`src/design/ots_pkg.sv`:
```
`timescale 1ns / 1ps
// ----------------------------------------------------------------------------
// ots_pkg: shared types and constants of the odd-even transposition sorter
// Holds the key width, the default capacity, the cell operation codes and the
// control bundle that the controller broadcasts to every cell.
// ----------------------------------------------------------------------------
package ots_pkg;

  localparam int KEY_W     = 32;
  localparam int DEPTH_DEF = 64;

  localparam logic [1:0] OP_HOLD  = 2'd0;
  localparam logic [1:0] OP_LOAD  = 2'd1;
  localparam logic [1:0] OP_SORT  = 2'd2;
  localparam logic [1:0] OP_SHIFT = 2'd3;

  typedef struct packed {
    logic [1:0] op;
    logic       odd;
  } cell_ctl_t;

endpackage

```
`src/design/ots_ctrl.sv`:
```
`timescale 1ns / 1ps
// ----------------------------------------------------------------------------
// ots_ctrl: sequencer of the sorting chain
// Counts loaded keys, steps through the compare phases and drains the sorted
// set, driving both handshakes and the cell operation bundle.
// ----------------------------------------------------------------------------
module ots_ctrl import ots_pkg::*; #(
  parameter int DEPTH = DEPTH_DEF,
  parameter int CNT_W = $clog2(DEPTH + 1)
) (
  input  logic             clk,
  input  logic             rst,
  input  logic             in_valid,
  input  logic             is_last,
  output logic             in_stall,
  output logic             out_valid,
  input  logic             out_stall,
  output logic             is_final,
  output logic             overflowed,
  output cell_ctl_t        ctl,
  output logic [CNT_W-1:0] count
);

  localparam int PH_W = $clog2(2 * DEPTH);
  localparam logic [1:0] ST_LOAD = 2'd0;
  localparam logic [1:0] ST_SORT = 2'd1;
  localparam logic [1:0] ST_EMIT = 2'd2;
  localparam logic [CNT_W-1:0] DEPTH_C = CNT_W'(DEPTH);

  logic [1:0]       state;
  logic [PH_W-1:0]  phase;
  logic             in_acc;
  logic             out_acc;
  logic             room;
  logic [CNT_W:0]   two_n_m1;
  logic [PH_W-1:0]  last_phase;

  assign in_stall   = (state != ST_LOAD);
  assign out_valid  = (state == ST_EMIT);
  assign in_acc     = in_valid && !in_stall;
  assign out_acc    = out_valid && !out_stall;
  assign room       = (count < DEPTH_C);
  assign is_final   = (count == CNT_W'(1));
  assign two_n_m1   = {count, 1'b0} - (CNT_W + 1)'(1);
  assign last_phase = PH_W'(two_n_m1);

  always_comb begin
    ctl.odd = phase[0];
    ctl.op  = OP_HOLD;
    case (state)
      ST_LOAD: if (in_acc && room) ctl.op = OP_LOAD;
      ST_SORT: ctl.op = OP_SORT;
      ST_EMIT: if (out_acc) ctl.op = OP_SHIFT;
      default: ctl.op = OP_HOLD;
    endcase
  end

  always_ff @(posedge clk) begin
    if (rst) begin
      state      <= ST_LOAD;
      count      <= '0;
      overflowed <= 1'b0;
      phase      <= '0;
    end else begin
      case (state)
        ST_LOAD: begin
          if (in_acc) begin
            if (room) count <= count + CNT_W'(1);
            else overflowed <= 1'b1;
            if (is_last) begin
              phase <= '0;
              state <= ST_SORT;
            end
          end
        end
        ST_SORT: begin
          phase <= phase + PH_W'(1);
          if (phase == last_phase) state <= ST_EMIT;
        end
        ST_EMIT: begin
          if (out_acc) begin
            count <= count - CNT_W'(1);
            if (is_final) begin
              overflowed <= 1'b0;
              state      <= ST_LOAD;
            end
          end
        end
        default: state <= ST_LOAD;
      endcase
    end
  end

endmodule

```
`config.mk`:
```
export PLATFORM = sky130hd
export DESIGN_NAME = ots_ctrl
export DESIGN_NICKNAME = d
export VERILOG_FILES = /design/src/design/ots_pkg.sv /design/src/design/ots_ctrl.sv
export SDC_FILE = /design/constraint.sdc
export NUM_CORES = 1
export LEC_CHECK = 0
export BUFFER_PORTS_ARGS = -buffer_cell sky130_fd_sc_hd__buf_2
export CAP_MARGIN = 20
export CORE_ASPECT_RATIO = 0.9
export CORE_MARGIN = 4
export CORE_UTILIZATION = 50
export DETAILED_ROUTE_END_ITERATION = 10
export GPL_TIMING_DRIVEN = 0
export PLACE_DENSITY = 0.73
export SYNTH_ARGS = -nofsm -noshare
export SYNTH_HDL_FRONTEND = slang
export SYNTH_SLANG_ARGS = --single-unit
```
`constraint.sdc`:
```
create_clock -name clk -period 4.2 [get_ports clk]
set_input_delay 0.42 -clock clk [delete_from_list [all_inputs] [get_ports clk]]
set_output_delay 0.42 -clock clk [all_outputs]
set_load 0.01 [all_outputs]
```
==> results.ini <==
[run_status]
status = finished clean

[setup_path]
startpoint_type = register
crit_required_ns = 4.44
critical_path_class = reg2reg
arrival_ns = 2.25
worst_setup_path_end_kind = register
critPathMaxFanout = 8

[finish]
n_antenna_cell = 0
layout.nets = 157
area_delta_synth_final_pct = 13.9
drive_above_1_share_pct = 23.8
final-instance-count-excl-fill = 172

[detailed_routing]
ant_nets = 0
wl_um = 2290
drt_iter0_markers = 15
drtPass1Iterations = 4
wl_per_cell_um = 13.3
vias = 918
via_per_inst = 5.34
drc = 0

[cts]
hold_buffers = 0
clockRootBuffer = clkbuf_4
worst_skew_pair.late_latency_ns = 0.30
cts.sinks = 17
cts-resized-gates = 0
cts_tree = yes
cts_max_level = 1
cts_setup_buffers = 0
clockBufferDepth = 2
cts_made_buffers = 3
path_clk_slew_ns = 0.10

[timing]
finalSetupViolations = 0
rsz0062_at_grt = no
slew_viol_final = 0
period_share_pct = 47.8
worst_pin_slew_ns = 0.516
period_minus_slack_ns = 2.01
clock.fmax_mhz = 498
final-hold-violation-count = 0
slew_headroom_pct = 65.1
hold_ws_ns = 0.315
tns_ns = 0
skew_ns = 0.00814

[global_route]
gr-usage-met2_pct = 30.2
grt_overflow = 0
use_met1_pct = 22.1
grt_pass1_vias = 904
antenna_found_initial = 0
grt.busiest_layer = met2
grt_usage_pct = 18.0
grt_pass1_wl_um = 4010
grt_util_met3_pct = 4.71
grt_max_degree = 11

[die]
start_util_pct = 53.8
io_pins = 19
core_area_mm2 = 0.00197
die_h_um = 51.7
dieArea_mm2 = 0.00292
rows = 15
die_w_um = 56.5

[placement]
gp_congestion = 0.857
hpwl_um = 1770
port-buffer-count = 18
dp.cells = 168

[pwr]
power_density_mw_per_mm2 = 278
power.leakage_nw = 0.518
peakVddDrop_mv = 0.245
power_mw = 0.335

[logic_synthesis]
syn_avg_cell_area_um2 = 8.48
synth_flop_cell = dfxtp_1
ys_seq_area_share_pct = 32.1
ys_warn_count = 0
synth-edff-count = 0
async_reset_ff_share_pct = 0
synth_seq_cells = 17
syn_inst = 125
syn_nets = 134
synth_area_mm2 = 0.00106
ys_types = 38

[run]
drv_cap = 0

[worst_hold_path]
hold_class = in2reg

==> worst max-delay path: stages (launching register included) <==
cell and delay (ns):
dfxtp_1 0.53, inv_1 0.14, ha_1 0.36, xnor2_1 0.15
nor3_2 0.17, nand4_1 0.14, o32a_1 0.36, nor2_1 0.09
==> worst paths after layout <==
kind                            from                 endpoint  slack, ns  depth (start not counted)
max            count[0]$_SDFFE_PP0P_    state[1]$_SDFFE_PP0P_       2.19                          7
min                              rst    state[0]$_SDFFE_PP0P_       0.32                          2
max reg2reg    count[0]$_SDFFE_PP0P_    state[1]$_SDFFE_PP0P_       2.19                          7
min reg2reg  overflowed$_SDFFE_PP0P_  overflowed$_SDFFE_PP0P_       0.55                          2
==> area by class of cell <==
class / instances / area, um^2
timing repair buffer: 18 / 90.1
sequential: 17 / 340
multi-input combinational: 96 / 659
inverter: 6 / 22.5
buffer: 6 / 37.5
tap: 25 / 31.3
fill: 177 / 763
clock buffer: 4 / 26.3
==> sequential cells by signal, indices dropped and copies added (netlist names) <==
| name | flops |
|---|---|
| count | 7 |
| phase | 7 |
| state | 2 |
| overflowed | 1 |
==> layer usage <==
metal  routed length, um  vias to the layer above  part of all wire [%]
li1                    -                      469                     -
met1                1100                      414                    48
met2                1000                       31                    44
met3                 152                        4                   6.7
met4                  33                        0                   1.4
met5                   0                        -                     0
==> kinds of logic after synthesis <==
logic type | after synthesis | share of synthesized area [%]
simple gates | 54 | 29.0
xor+xnor | 22 | 18.2
flops | 17 | 32.1
compound gates | 16 | 10.3
buf+inv | 12 | 5.67
fa+ha+maj | 4 | 4.72
==> cell usage after synthesis, types with 2 or more instances <==
library cell	number	area share, %
nor2_1	20	7.1
dfxtp_1	17	32
xnor2_1	17	14
a21oi_1	7	3.3
inv_1	6	2.1
nand2_1	6	2.1
nand3_1	5	2.4
xor2_1	5	4.1
ha_1	4	4.7
buf_2	3	1.4
nand4_1	3	1.8
nor3_1	3	1.4
a211oi_1	2	1.4
nand2b_1	2	1.2
nor3_2	2	1.9
==> power breakdown <==
part           switching (mW)  internal, mW
sequential            0.00778         0.165
combinational          0.0373        0.0333
clock                  0.0547        0.0371
total                  0.0998         0.236
==> cell usage in the layout, fill, tap and decap left out, types with 4 or more instances in the layout <==
cell type / n
a21oi_1: 7
dfxtp_1: 17
xnor2_1: 17
buf_2: 21
ha_1: 4
xor2_1: 5
inv_1: 6
nor2_1: 20
nand3_1: 5
nand2_1: 6
==> metrics by stage <==
| stage | util, % | cell area, um^2 | setup WS (ns) |
|---|---|---|---|
| 6_report | 61.3 | 1210 | 2.19 |
| 5_1_grt | 61.3 | 1210 | 2.05 |
| 4_1_cts | 61.3 | 1210 | 2.19 |
| 3_5_place_dp | 59.9 | 1180 | 2.21 |
| 3_3_place_gp | 59.9 | 1180 | 2.26 |
| 2_1_floorplan | - | 1060 | 2.36 |
Power figures use the tool's default switching activity.
