### src/design/ots_pkg.sv
`timescale 1ns / 1ps
// ----------------------------------------------------------------------------
// ots_pkg: shared types and constants of the odd-even transposition sorter
// Holds the key width, the default capacity, the cell operation codes and the
// control bundle that the controller broadcasts to every cell.
// ----------------------------------------------------------------------------
package ots_pkg;

  localparam int KEY_W     = 32;
  localparam int DEPTH_DEF = 64;

  localparam logic [1:0] OP_HOLD  = 2'd0;
  localparam logic [1:0] OP_LOAD  = 2'd1;
  localparam logic [1:0] OP_SORT  = 2'd2;
  localparam logic [1:0] OP_SHIFT = 2'd3;

  typedef struct packed {
    logic [1:0] op;
    logic       odd;
  } cell_ctl_t;

endpackage

### src/design/ots_cell.sv
`timescale 1ns / 1ps
// ----------------------------------------------------------------------------
// ots_cell: one key cell of the sorting chain
// Loads from its left neighbor, does at most one compare-exchange per sort
// phase with a neighbor, and takes its right neighbor's key while draining.
// ----------------------------------------------------------------------------
module ots_cell import ots_pkg::*; #(
  parameter int IDX   = 0,
  parameter int CNT_W = 7
) (
  input  logic                    clk,
  input  cell_ctl_t               ctl,
  input  logic [CNT_W-1:0]        count,
  input  logic signed [KEY_W-1:0] left_key,
  input  logic signed [KEY_W-1:0] right_key,
  output logic signed [KEY_W-1:0] key
);

  localparam logic SELF_ODD = 1'(IDX % 2);
  localparam logic PREV_ODD = 1'((IDX + 1) % 2);
  localparam logic HAS_LEFT = (IDX > 0);
  localparam logic [CNT_W-1:0] IDX_C  = CNT_W'(IDX);
  localparam logic [CNT_W-1:0] NEXT_C = CNT_W'(IDX + 1);

  logic                    left_act;
  logic                    right_act;
  logic signed [KEY_W-1:0] key_next;

  assign left_act  = (ctl.odd == SELF_ODD) && (NEXT_C < count);
  assign right_act = HAS_LEFT && (ctl.odd == PREV_ODD) && (IDX_C < count);

  always_comb begin
    key_next = key;
    case (ctl.op)
      OP_LOAD:  key_next = left_key;
      OP_SHIFT: key_next = right_key;
      OP_SORT: begin
        if (left_act && (key > right_key)) key_next = right_key;
        else if (right_act && (left_key > key)) key_next = left_key;
      end
      default: key_next = key;
    endcase
  end

  always_ff @(posedge clk) begin
    key <= key_next;
  end

endmodule

### config.mk
export PLATFORM = sky130hd
export DESIGN_NAME = ots_cell
export DESIGN_NICKNAME = d
export VERILOG_FILES = /design/src/design/ots_pkg.sv /design/src/design/ots_cell.sv
export SDC_FILE = /design/constraint.sdc
export NUM_CORES = 1
export LEC_CHECK = 0
export ABC_AREA = 1
export BUFFER_PORTS_ARGS = -buffer_cell sky130_fd_sc_hd__buf_2
export CAP_MARGIN = 40
export CORE_AREA = 5 5 73 75
export DETAILED_ROUTE_END_ITERATION = 7
export DIE_AREA = 0 0 78 80
export GPL_ROUTABILITY_DRIVEN = 0
export PLACE_DENSITY = 0.88
export SLEW_MARGIN = 20
export SYNTH_ARGS = -nofsm -noshare
export SYNTH_HDL_FRONTEND = slang
export SYNTH_SLANG_ARGS = --single-unit
export TNS_END_PERCENT = 10
### constraint.sdc
create_clock -name clk -period 3.8 [get_ports clk]
set_clock_uncertainty 0.2 [all_clocks]
set_input_delay 0.38 -clock clk [delete_from_list [all_inputs] [get_ports clk]]
set_output_delay 0.38 -clock clk [all_outputs]
set_load 0.03 [all_outputs]
==> results of run 1 <==
-- how the worst max path moves through the flow --
stage                     endpoint  slack [ps]          start
after detailed placement   key[12]        1000  right_key[31]
after global routing        key[9]         890        key[23]
final                      key[13]        1170        key[31]
after global placement     key[15]        1050   right_key[5]
after CTS                  key[12]        1120        key[31]
after floorplan             key[0]        1020        key[31]
-- cell type report --
| class | instances | area (um2) | area share, % |
|---|---|---|---|
| flip-flops and latches | 32 | 961 | 33.6 |
| clock inverters | 2 | 7.51 | 0.263 |
| multi-input cells | 173 | 1040 | 36.5 |
| inverters | 42 | 158 | 5.51 |
| clock buffers | 5 | 68.8 | 2.41 |
| well taps | 54 | 67.6 | 2.36 |
| repair buffers | 107 | 553 | 19.3 |
-- placed cells by master (no fill, tap or decap), types with 2 or more instances in the layout --
master    Yosys  routed
clkbuf_8      0       5
o21a_1        2       2
a21oi_1      45      45
nand2_2       2       2
nand3_1       3       3
nor2_1       40      40
inv_1        38      38
inv_2         4       4
ha_1         32      32
clkinv_1      0       2
edfxtp_1     32      32
nand2_1      38      38
buf_2         4     105
o21ai_0       2       2
nor2_2        2       2
-- logic make-up (layout without fill, tap and decap cells) --
group                    count (synthesis)  count (layout)  synth area share, %
AO/OA/AOI/OAI                           51              51                 12.2
adder cells (fa/ha/maj)                 32              32                 18.3
AND/OR/NAND/NOR                         89              89                 16.7
flip-flops                              32              32                 43.8
buffers and inverters                   49             156                 8.61
multiplexers                             1               1                0.513
-- metrics by stage --
| stage | instance area, um2 | total power, mW | hold slack, ps |
|---|---|---|---|
| floorplan | 2190 | 0.645 | 400 |
| global placement | 2780 | 0.736 | 490 |
| detailed placement | 2780 | 0.748 | 491 |
| CTS | 2860 | 0.988 | 204 |
| global route | 2860 | 1.04 | 213 |
| finish | 2860 | 0.973 | 212 |
-- per-layer routing --
| metal | GRT usage, % | part of all wire [%] | vias up | wire (um) |
|---|---|---|---|---|
| met1 | 16.7 | 39 | 892 | 1970 |
| met5 | 0 | 0 | - | 0 |
| met4 | 5.57 | 1.3 | 0 | 68 |
| met3 | 3.95 | 6.6 | 9 | 335 |
| met2 | 33.5 | 54 | 63 | 2740 |
| li1 | - | - | 1060 | - |
-- critical path, cell delays in order (launching register included) --
cell,delay (ps)
edfxtp_1,390
ha_1,370
nand2_2,90
nor2_2,150
nand2_2,80
nor2_2,120
nand2_1,70
nand3_1,70
nand3_1,70
nand2_1,470
buf_12,250
-- report_power, final --
| part | switching [mW] | leakage (nW) | internal (mW) |
|---|---|---|---|
| registers | 0.0146 | 0.311 | 0.429 |
| clock network | 0.116 | 0.0391 | 0.121 |
| logic | 0.182 | 1.16 | 0.111 |
| total | 0.312 | 1.51 | 0.661 |
==> results.yml, run 1 <==
cts:
  cts.path.max_buffers: 2
  ctsResizeCount: 0
  cts_root_buf: "clkbuf_8"
  cts_hold_buf: 0
  cts_tree: "built"
  cts_buffers: 5
  post_cts_buffers: 0
  clk_pin_slew_ps: 60
  cts_htree_levels: 2
  clk_latency_ps: 280
  cts_sinks: 32
synthesis:
  syn_area_mm2: 0.00219
  synthTopCellsByCount: "45 x a21oi_1, 40 x nor2_1, 38 x inv_1, 38 x nand2_1"
  syn_nets: 361
  synth-warning-count: 0
  synth_top_area_cell: "edfxtp_1"
  syn_avg_cell_area_um2: 8.64
  seq_area_frac_synth_pct: 43.8
  async_flop_share_pct: 0
  ys_ff_latch: 32
  yosys-top-cells-area: "edfxtp_1 44%, ha_1 18%, a21oi_1 10%"
  ys_types: 21
  ys.flop_type: "edfxtp_1"
  synthCells: 254
  synth_top_area_share_pct: 43.8
  synth_edf_count: 32
  synth_most_common_cell: "a21oi_1"
drt:
  vias_per_cell: 4.88
  ant_nets: 0
  vias: 2024
  first_pass_iters: 4
  drc_errors: 0
  drt_iter0_drc: 73
  routed_wl_um: 5110
  wl_per_cell_um: 12.3
sta:
  rsz0062_at_grt: "false"
  final.setup.tns_ps: 0
  finalMaxSlewViolations: 0
  relSlewSlack_pct: 58.4
  finalHoldViolCount: 0
  tightest_slew_ps: 622
  postLayoutSetupSlackWorst_ps: 1170
  final-setup-viol-count: 0
  post-route-min-period_ps: 2630
  fmax_mhz: 380
  fin_crit_sh_pct: 69.3
floorplanning:
  die_y_um: 80
  num_io_pins: 107
  rows: 25
  dieArea_mm2: 0.00624
  core_mm2: 0.00460
  start_util_pct: 47.7
  fp.dieW_um: 78
placed_design:
  dp_cells: 408
  port_buffers: 105
  hpwl_um: 4290
  dp_slack_ps: 1000
finish:
  largest_reg_flops: 32
  finish.utilization_pct: 62.2
  largestRegisters: "key: 32 flops"
  antennaDiodeCount: 0
  synthToLayoutAreaGrowth_pct: 30.3
  fin_nets: 468
  drive_gt1_share_pct: 34.1
  regMostFlops: "key"
  final_cells: 415
  fillCellCount: 409
min_path:
  worstHoldStart: "left_key[0]"
  hold_path_depth: 2
  hold_class: "in -> reg"
  hold_end: "key[0]"
worst_setup_path:
  crit_required_ps: 3580
  critPathMaxFanout: 20
  reg2reg_depth: 10
  timing.rr.end: "key[13]"
  r2r-start: "key[31]"
  crit_type: "reg -> reg"
  cp.arrival_ps: 2410
  start_kind: "register"
  cp-end-kind: "register"
  r2r_slack_ps: 1170
pwr:
  p_leak_nw: 1.51
  ir_worst_vdd_mv: 0.203
  power.density_mw_per_mm2: 340
global_route:
  grt_overflow_total: 0
  grt_start_max_net_pins: 64
  gr-usage-all-layers_pct: 16.8
  antenna_found_initial: 0
  grt_pass1_wl_um: 8560
  grt_pass1_vias: 2111
job:
  maxCapViolCount: 0
outcome:
  status: "complete, no violations"
(Power assumes the default switching activity.)
==> inputs of run 2 (changes only) <==
--- a/config.mk
+++ b/config.mk
@@ -5,14 +5,14 @@
 export SDC_FILE = /design/constraint.sdc
 export NUM_CORES = 1
 export LEC_CHECK = 0
-export ABC_AREA = 1
+export ABC_AREA = 0
 export BUFFER_PORTS_ARGS = -buffer_cell sky130_fd_sc_hd__buf_2
 export CAP_MARGIN = 40
-export CORE_AREA = 5 5 73 75
+export CORE_AREA = 5 5 76 78
 export DETAILED_ROUTE_END_ITERATION = 7
-export DIE_AREA = 0 0 78 80
+export DIE_AREA = 0 0 81 83
 export GPL_ROUTABILITY_DRIVEN = 0
-export PLACE_DENSITY = 0.88
+export PLACE_DENSITY = 0.83
 export SLEW_MARGIN = 20
 export SYNTH_ARGS = -nofsm -noshare
 export SYNTH_HDL_FRONTEND = slang
==> constraint.sdc (replaced) <==
create_clock -name clk -period 2.5 [get_ports clk]
set_clock_uncertainty 0.2 [all_clocks]
set_input_delay 0.25 -clock clk [delete_from_list [all_inputs] [get_ports clk]]
set_output_delay 0.25 -clock clk [all_outputs]
set_load 0.03 [all_outputs]
==> results.yml, run 2 <==
outcome:
  status: "finished with violations"
  violations: "negative setup slack"
finish:
  antennaDiodeCount: 0
  synthToLayoutAreaGrowth_pct: 48.8
  final_common_cell: "buf_2"
  fin_nets: 426
  drive_gt1_share_pct: 59.1
  mostFrequentLayoutCells: "105 x buf_2, 34 x inv_1, 32 x mux2_2, 32 x edfxtp_1, 19 x ha_1"
  largest_reg_flops: 32
  regMostFlops: "key"
  largestRegisters: "key: 32 flops"
sta:
  post-route-min-period_ps: 2790
  fmax_mhz: 358
  relSlewSlack_pct: 64.9
  postLayoutSetupSlackWorst_ps: -295
  final.setup.tns_ps: -8780
  final-setup-viol-count: 32
  finalHoldViolCount: 0
  tightest_slew_ps: 513
  rsz0062_at_grt: "true"
  fin_crit_sh_pct: 112
  finalMaxSlewViolations: 0
drt:
  drt_iter0_drc: 72
  drc_errors: 0
  vias: 1917
  vias_per_cell: 4.92
  wl_per_cell_um: 14.7
  first_pass_iters: 4
  routed_wl_um: 5720
  ant_nets: 0
synthesis:
  yosys-top-cells-area: "edfxtp_1 43%, ha_1 18%, mux2_2 16%"
  synth_mux_area_share_pct: 16.1
  ys_ff_latch: 32
  ys_types: 30
  synth-compound-area-share_pct: 8.97
  ys.flop_type: "edfxtp_1"
  synth_top_area_share_pct: 42.8
  synthAdderAreaFrac_pct: 17.8
  synth-warning-count: 0
  seq_area_frac_synth_pct: 42.8
  yosys.area_share.simple_pct: 7.80
  syn_area_mm2: 0.00224
  syn_avg_cell_area_um2: 11.9
  synthXorXnorAreaFrac_pct: 0
  synth_most_common_cell: "inv_1"
  synth_edf_count: 32
  async_flop_share_pct: 0
  syn_nets: 296
  synth_top_family_by_area: "adder cells"
  synth_top_area_cell: "edfxtp_1"
  synthTopCellsByCount: "34 x inv_1, 32 x edfxtp_1, 32 x ha_1, 32 x mux2_2, 14 x a21oi_1"
  synthCells: 189
worst_setup_path:
  crit_required_ps: 2340
  cp.arrival_ps: 2630
  critPathMaxFanout: 6
  start_kind: "register"
  crit_type: "reg -> reg"
  cp-end-kind: "register"
cts:
  cts_tree: "built"
  cts.path.max_buffers: 2
  clk_latency_ps: 280
  cts_root_buf: "clkbuf_8"
  cts_sinks: 32
  clk_pin_slew_ps: 70
  cts_htree_levels: 2
  cts_buffers: 5
global_route:
  grt_start_max_net_pins: 33
  antenna_found_initial: 0
  grt_overflow_total: 0
  gr-usage-all-layers_pct: 16.6
  grt_pass1_vias: 2000
  grt_pass1_wl_um: 8960
job:
  maxCapViolCount: 0
floorplanning:
  start_util_pct: 44.8
  core_mm2: 0.00501
  die_y_um: 83
  rows: 26
  num_io_pins: 107
  fp.dieW_um: 81
  dieArea_mm2: 0.00672
pwr:
  p_leak_nw: 1.58
  power_mw: 1.64
  ir_worst_vdd_mv: 0.324
  power.density_mw_per_mm2: 490
min_path:
  hold_class: "in -> reg"
placed_design:
  port_buffers: 105
  dp_slack_ps: -295
  hpwl_um: 4460
[run 2: cell count changes in the layout (fill, tap and decap cells not counted), sizes merged, moves of 2 or more]
cell / before / now
nor2: 42 / 2
nand2: 40 / 5
a21oi: 46 / 14
mux2: 1 / 32
buf: 107 / 126
inv: 42 / 34
nand4: 2 / 8
a211o: 0 / 2
nor3: 0 / 2
nor4: 1 / 3
o21ai: 2 / 4
[run 2: metal layers]
layer / track usage (%) / part of all wire [%] / vias to the layer above
li1: - / - / 959
met1: 20.0 / 40 / 887
met2: 29.8 / 52 / 69
met3: 3.57 / 7.4 / 2
met4: 3.69 / 0.63 / 0
met5: 0 / 0 / -
[run 2: path summary, 6_finish.rpt]
path / cells after the start / slack, ps / end / startpoint
setup / recovery: 7 / -290 / key[16] / key[26]
hold / removal: 2 / 70 / key[12] / left_key[12]
setup reg to reg: 7 / -290 / key[16] / key[26]
hold reg to reg: 5 / 1010 / key[8] / key[15]
[run 2: area by class of cell]
type	instances	area (um2)
timing repair buffer	127	744
inverter	34	128
fill	391	1670
clock inverter	3	13.8
clock buffer	5	68.8
sequential	32	961
multi-input combinational	119	1340
tap	70	87.6
[run 2: cells by family (layout without fill, tap and decap cells)]
family | count (synthesis) | in the layout
AO/OA/AOI/OAI | 29 | 29
adder cells (fa/ha/maj) | 32 | 32
buffers and inverters | 38 | 169
flip-flops | 32 | 32
multiplexers | 32 | 32
AND/OR/NAND/NOR | 26 | 26
[run 2: through the flow]
step	hold slack (ps)	std cells	cell area [um2]	utilization [%]
2_1_floorplan	270	189	2340	-
4_1_cts	64.6	387	3210	64.1
3_3_place_gp	353	378	3080	61.4
3_5_place_dp	357	378	3080	61.4
6_report	69.9	390	3340	66.7
5_1_grt	63.5	390	3340	66.7
[run 2: report_power, final]
part,switching (mW),internal [mW]
Sequential,0.0354,0.657
Clock,0.189,0.189
Combinational,0.300,0.267
Total,0.524,1.11
[run 2: critical path, cell delays in order, from the launching register on]
cell       delay, ps
edfxtp_1         440
ha_4             300
nand4_1          210
nor4_4           370
a211o_1          170
nor3_1            40
or4b_4           620
clkbuf_16        200
[run 2: what timing repair did]
item,CTS,global route
pin swaps,4,8
buffers inserted,0,2
setup endpoints to repair,32,32
gates resized for setup,5,9
hold buffers,0,0
cloned,1,1
==> inputs of run 3 (changes only) <==
--- a/config.mk
+++ b/config.mk
@@ -7,12 +7,12 @@
 export LEC_CHECK = 0
 export ABC_AREA = 0
 export BUFFER_PORTS_ARGS = -buffer_cell sky130_fd_sc_hd__buf_2
-export CAP_MARGIN = 40
-export CORE_AREA = 5 5 76 78
+export CAP_MARGIN = 20
+export CORE_AREA = 5 5 74 76
 export DETAILED_ROUTE_END_ITERATION = 7
-export DIE_AREA = 0 0 81 83
+export DIE_AREA = 0 0 79 81
 export GPL_ROUTABILITY_DRIVEN = 0
-export PLACE_DENSITY = 0.83
+export PLACE_DENSITY = 0.87
 export SLEW_MARGIN = 20
 export SYNTH_ARGS = -nofsm -noshare
 export SYNTH_HDL_FRONTEND = slang
==> constraint.sdc (replaced) <==
create_clock -name clk -period 3.5 [get_ports clk]
set_clock_uncertainty 0.2 [all_clocks]
set_input_delay 0.35 -clock clk [delete_from_list [all_inputs] [get_ports clk]]
set_output_delay 0.35 -clock clk [all_outputs]
set_load 0.03 [all_outputs]
==> results.yml, run 3 (synthesis gave the netlist of run 2 again) <==
outcome:
  status: "complete, no violations"
cts:
  clk_latency_ps: 270
  cts_root_buf: "clkbuf_8"
  ctsResizeCount: 0
  cts.path.max_buffers: 2
  cts_sinks: 32
  cts_hold_buf: 0
  post_cts_buffers: 0
  cts_buffers: 5
  cts_tree: "built"
  clk_pin_slew_ps: 70
  cts_htree_levels: 2
global_route:
  grtUsageMet3_pct: 3.99
  grt_start_max_net_pins: 33
  grt_overflow_total: 0
  met1_usage_pct: 20.3
  antenna_found_initial: 0
  gr-usage-all-layers_pct: 17.7
  grt_pass1_wl_um: 8910
  grt_pass1_vias: 1931
  met2_usage_pct: 32.2
  grt.busiest_layer: "met2"
placed_design:
  placed_cell_area_mm2: 0.00284
  hpwl_um: 4710
  dp_slack_ps: 516
  port_buffers: 105
worst_setup_path:
  slowest_delay_ps: 490
  crit_type: "reg -> reg"
  start_kind: "register"
  cp.arrival_ps: 2720
  crit_family: "simple AND/OR/NAND/NOR gates"
  critPathMaxFanout: 19
  slowest_stage: "or4b_1"
  worstPathCellList: "ha_1 > nand4_2 > nor4_1 > a211oi_1 > o311a_1 > or4b_1 > buf_4"
  crit_required_ps: 3310
  cp-end-kind: "register"
  path_buf_inv: 1
sta:
  postLayoutSetupSlackWorst_ps: 594
  fin_crit_sh_pct: 83.0
  final.setup.tns_ps: 0
  relSlewSlack_pct: 69.4
  post-route-min-period_ps: 2910
  finalMaxSlewViolations: 0
  rsz0062_at_grt: "false"
  tightest_slew_ps: 455
  hold_ws_ps: 173
  finalHoldViolCount: 0
  final-setup-viol-count: 0
  fmax_mhz: 344
finish:
  mostFrequentLayoutCells: "105 x buf_2, 34 x inv_1, 32 x mux2_2, 32 x ha_1, 32 x edfxtp_1"
  regMostFlops: "key"
  largestRegisters: "key: 32 flops"
  fin_nets: 407
  synthToLayoutAreaGrowth_pct: 30.2
  final_area_mm2: 0.00292
  antennaDiodeCount: 0
  largest_reg_flops: 32
  drive_gt1_share_pct: 49.8
  final_common_cell: "buf_2"
floorplanning:
  die_y_um: 81
  fp.dieW_um: 79
  core_mm2: 0.00466
  start_util_pct: 48.2
  num_io_pins: 107
  rows: 25
  dieArea_mm2: 0.00640
drt:
  vias: 1880
  routed_wl_um: 5600
  drt_iter0_drc: 65
  vias_per_cell: 5.30
  drc_errors: 0
  first_pass_iters: 4
  wl_per_cell_um: 15.8
  ant_nets: 0
pwr:
  p_leak_nw: 1.44
  ir_worst_vdd_mv: 0.201
  power.density_mw_per_mm2: 374
  power_mw: 1.09
job:
  maxCapViolCount: 0
min_path:
  hold_class: "in -> reg"
## run 3: cell count changes in the layout (fill, tap and decap cells not counted), moves of 2 or more
| cell | previous run | this run |
|---|---|---|
| buf_4 | 18 | 3 |
| ha_1 | 19 | 32 |
| ha_4 | 13 | 0 |
| clkbuf_1 | 0 | 2 |
| clkinv_2 | 2 | 0 |
## run 3: cell type report
| type | count | area, um2 |
|---|---|---|
| multi-input cells | 119 | 1140 |
| inverters | 34 | 128 |
| well taps | 54 | 67.6 |
| clock buffers | 7 | 76.3 |
| fillers | 382 | 1740 |
| flip-flops and latches | 32 | 961 |
| clock inverters | 1 | 3.75 |
| repair buffers | 108 | 548 |
## run 3: final timing paths
check	start	endpoint	slack (ps)	cells past startpoint
max	key[14]	key[4]	590	7
min	left_key[22]	key[22]	170	2
max reg2reg	key[14]	key[4]	590	7
min reg2reg	key[15]	key[31]	1060	5
## run 3: metal layers
metal  routed length, um  share of wire (%)  vias to the layer above
met4                 125                2.2                        0
li1                    -                  -                      924
met2                2900                 52                       77
met5                   0                  0                        -
met3                 390                7.0                       14
met1                2190                 39                      865
## run 3: power breakdown
group	internal [mW]	leakage [nW]	switching, mW
clock network	0.138	0.0399	0.132
registers	0.469	0.316	0.0200
logic	0.136	1.09	0.198
## run 3: per-stage QoR
step           utilization, %  std cells
5_1_grt                  62.7        355
3_3_place_gp             61.0        347
4_1_cts                  62.7        355
3_5_place_dp             61.0        347
6_report                 62.7        355
2_1_floorplan               -        189
## run 3: worst register-to-register path, delay by kind of cell (launching register included)
family / cells / cell delay (ps)
compound gates: 2 / 350
flops: 1 / 390
simple gates: 3 / 1120
fa+ha+maj: 1 / 340
buf+inv: 1 / 250
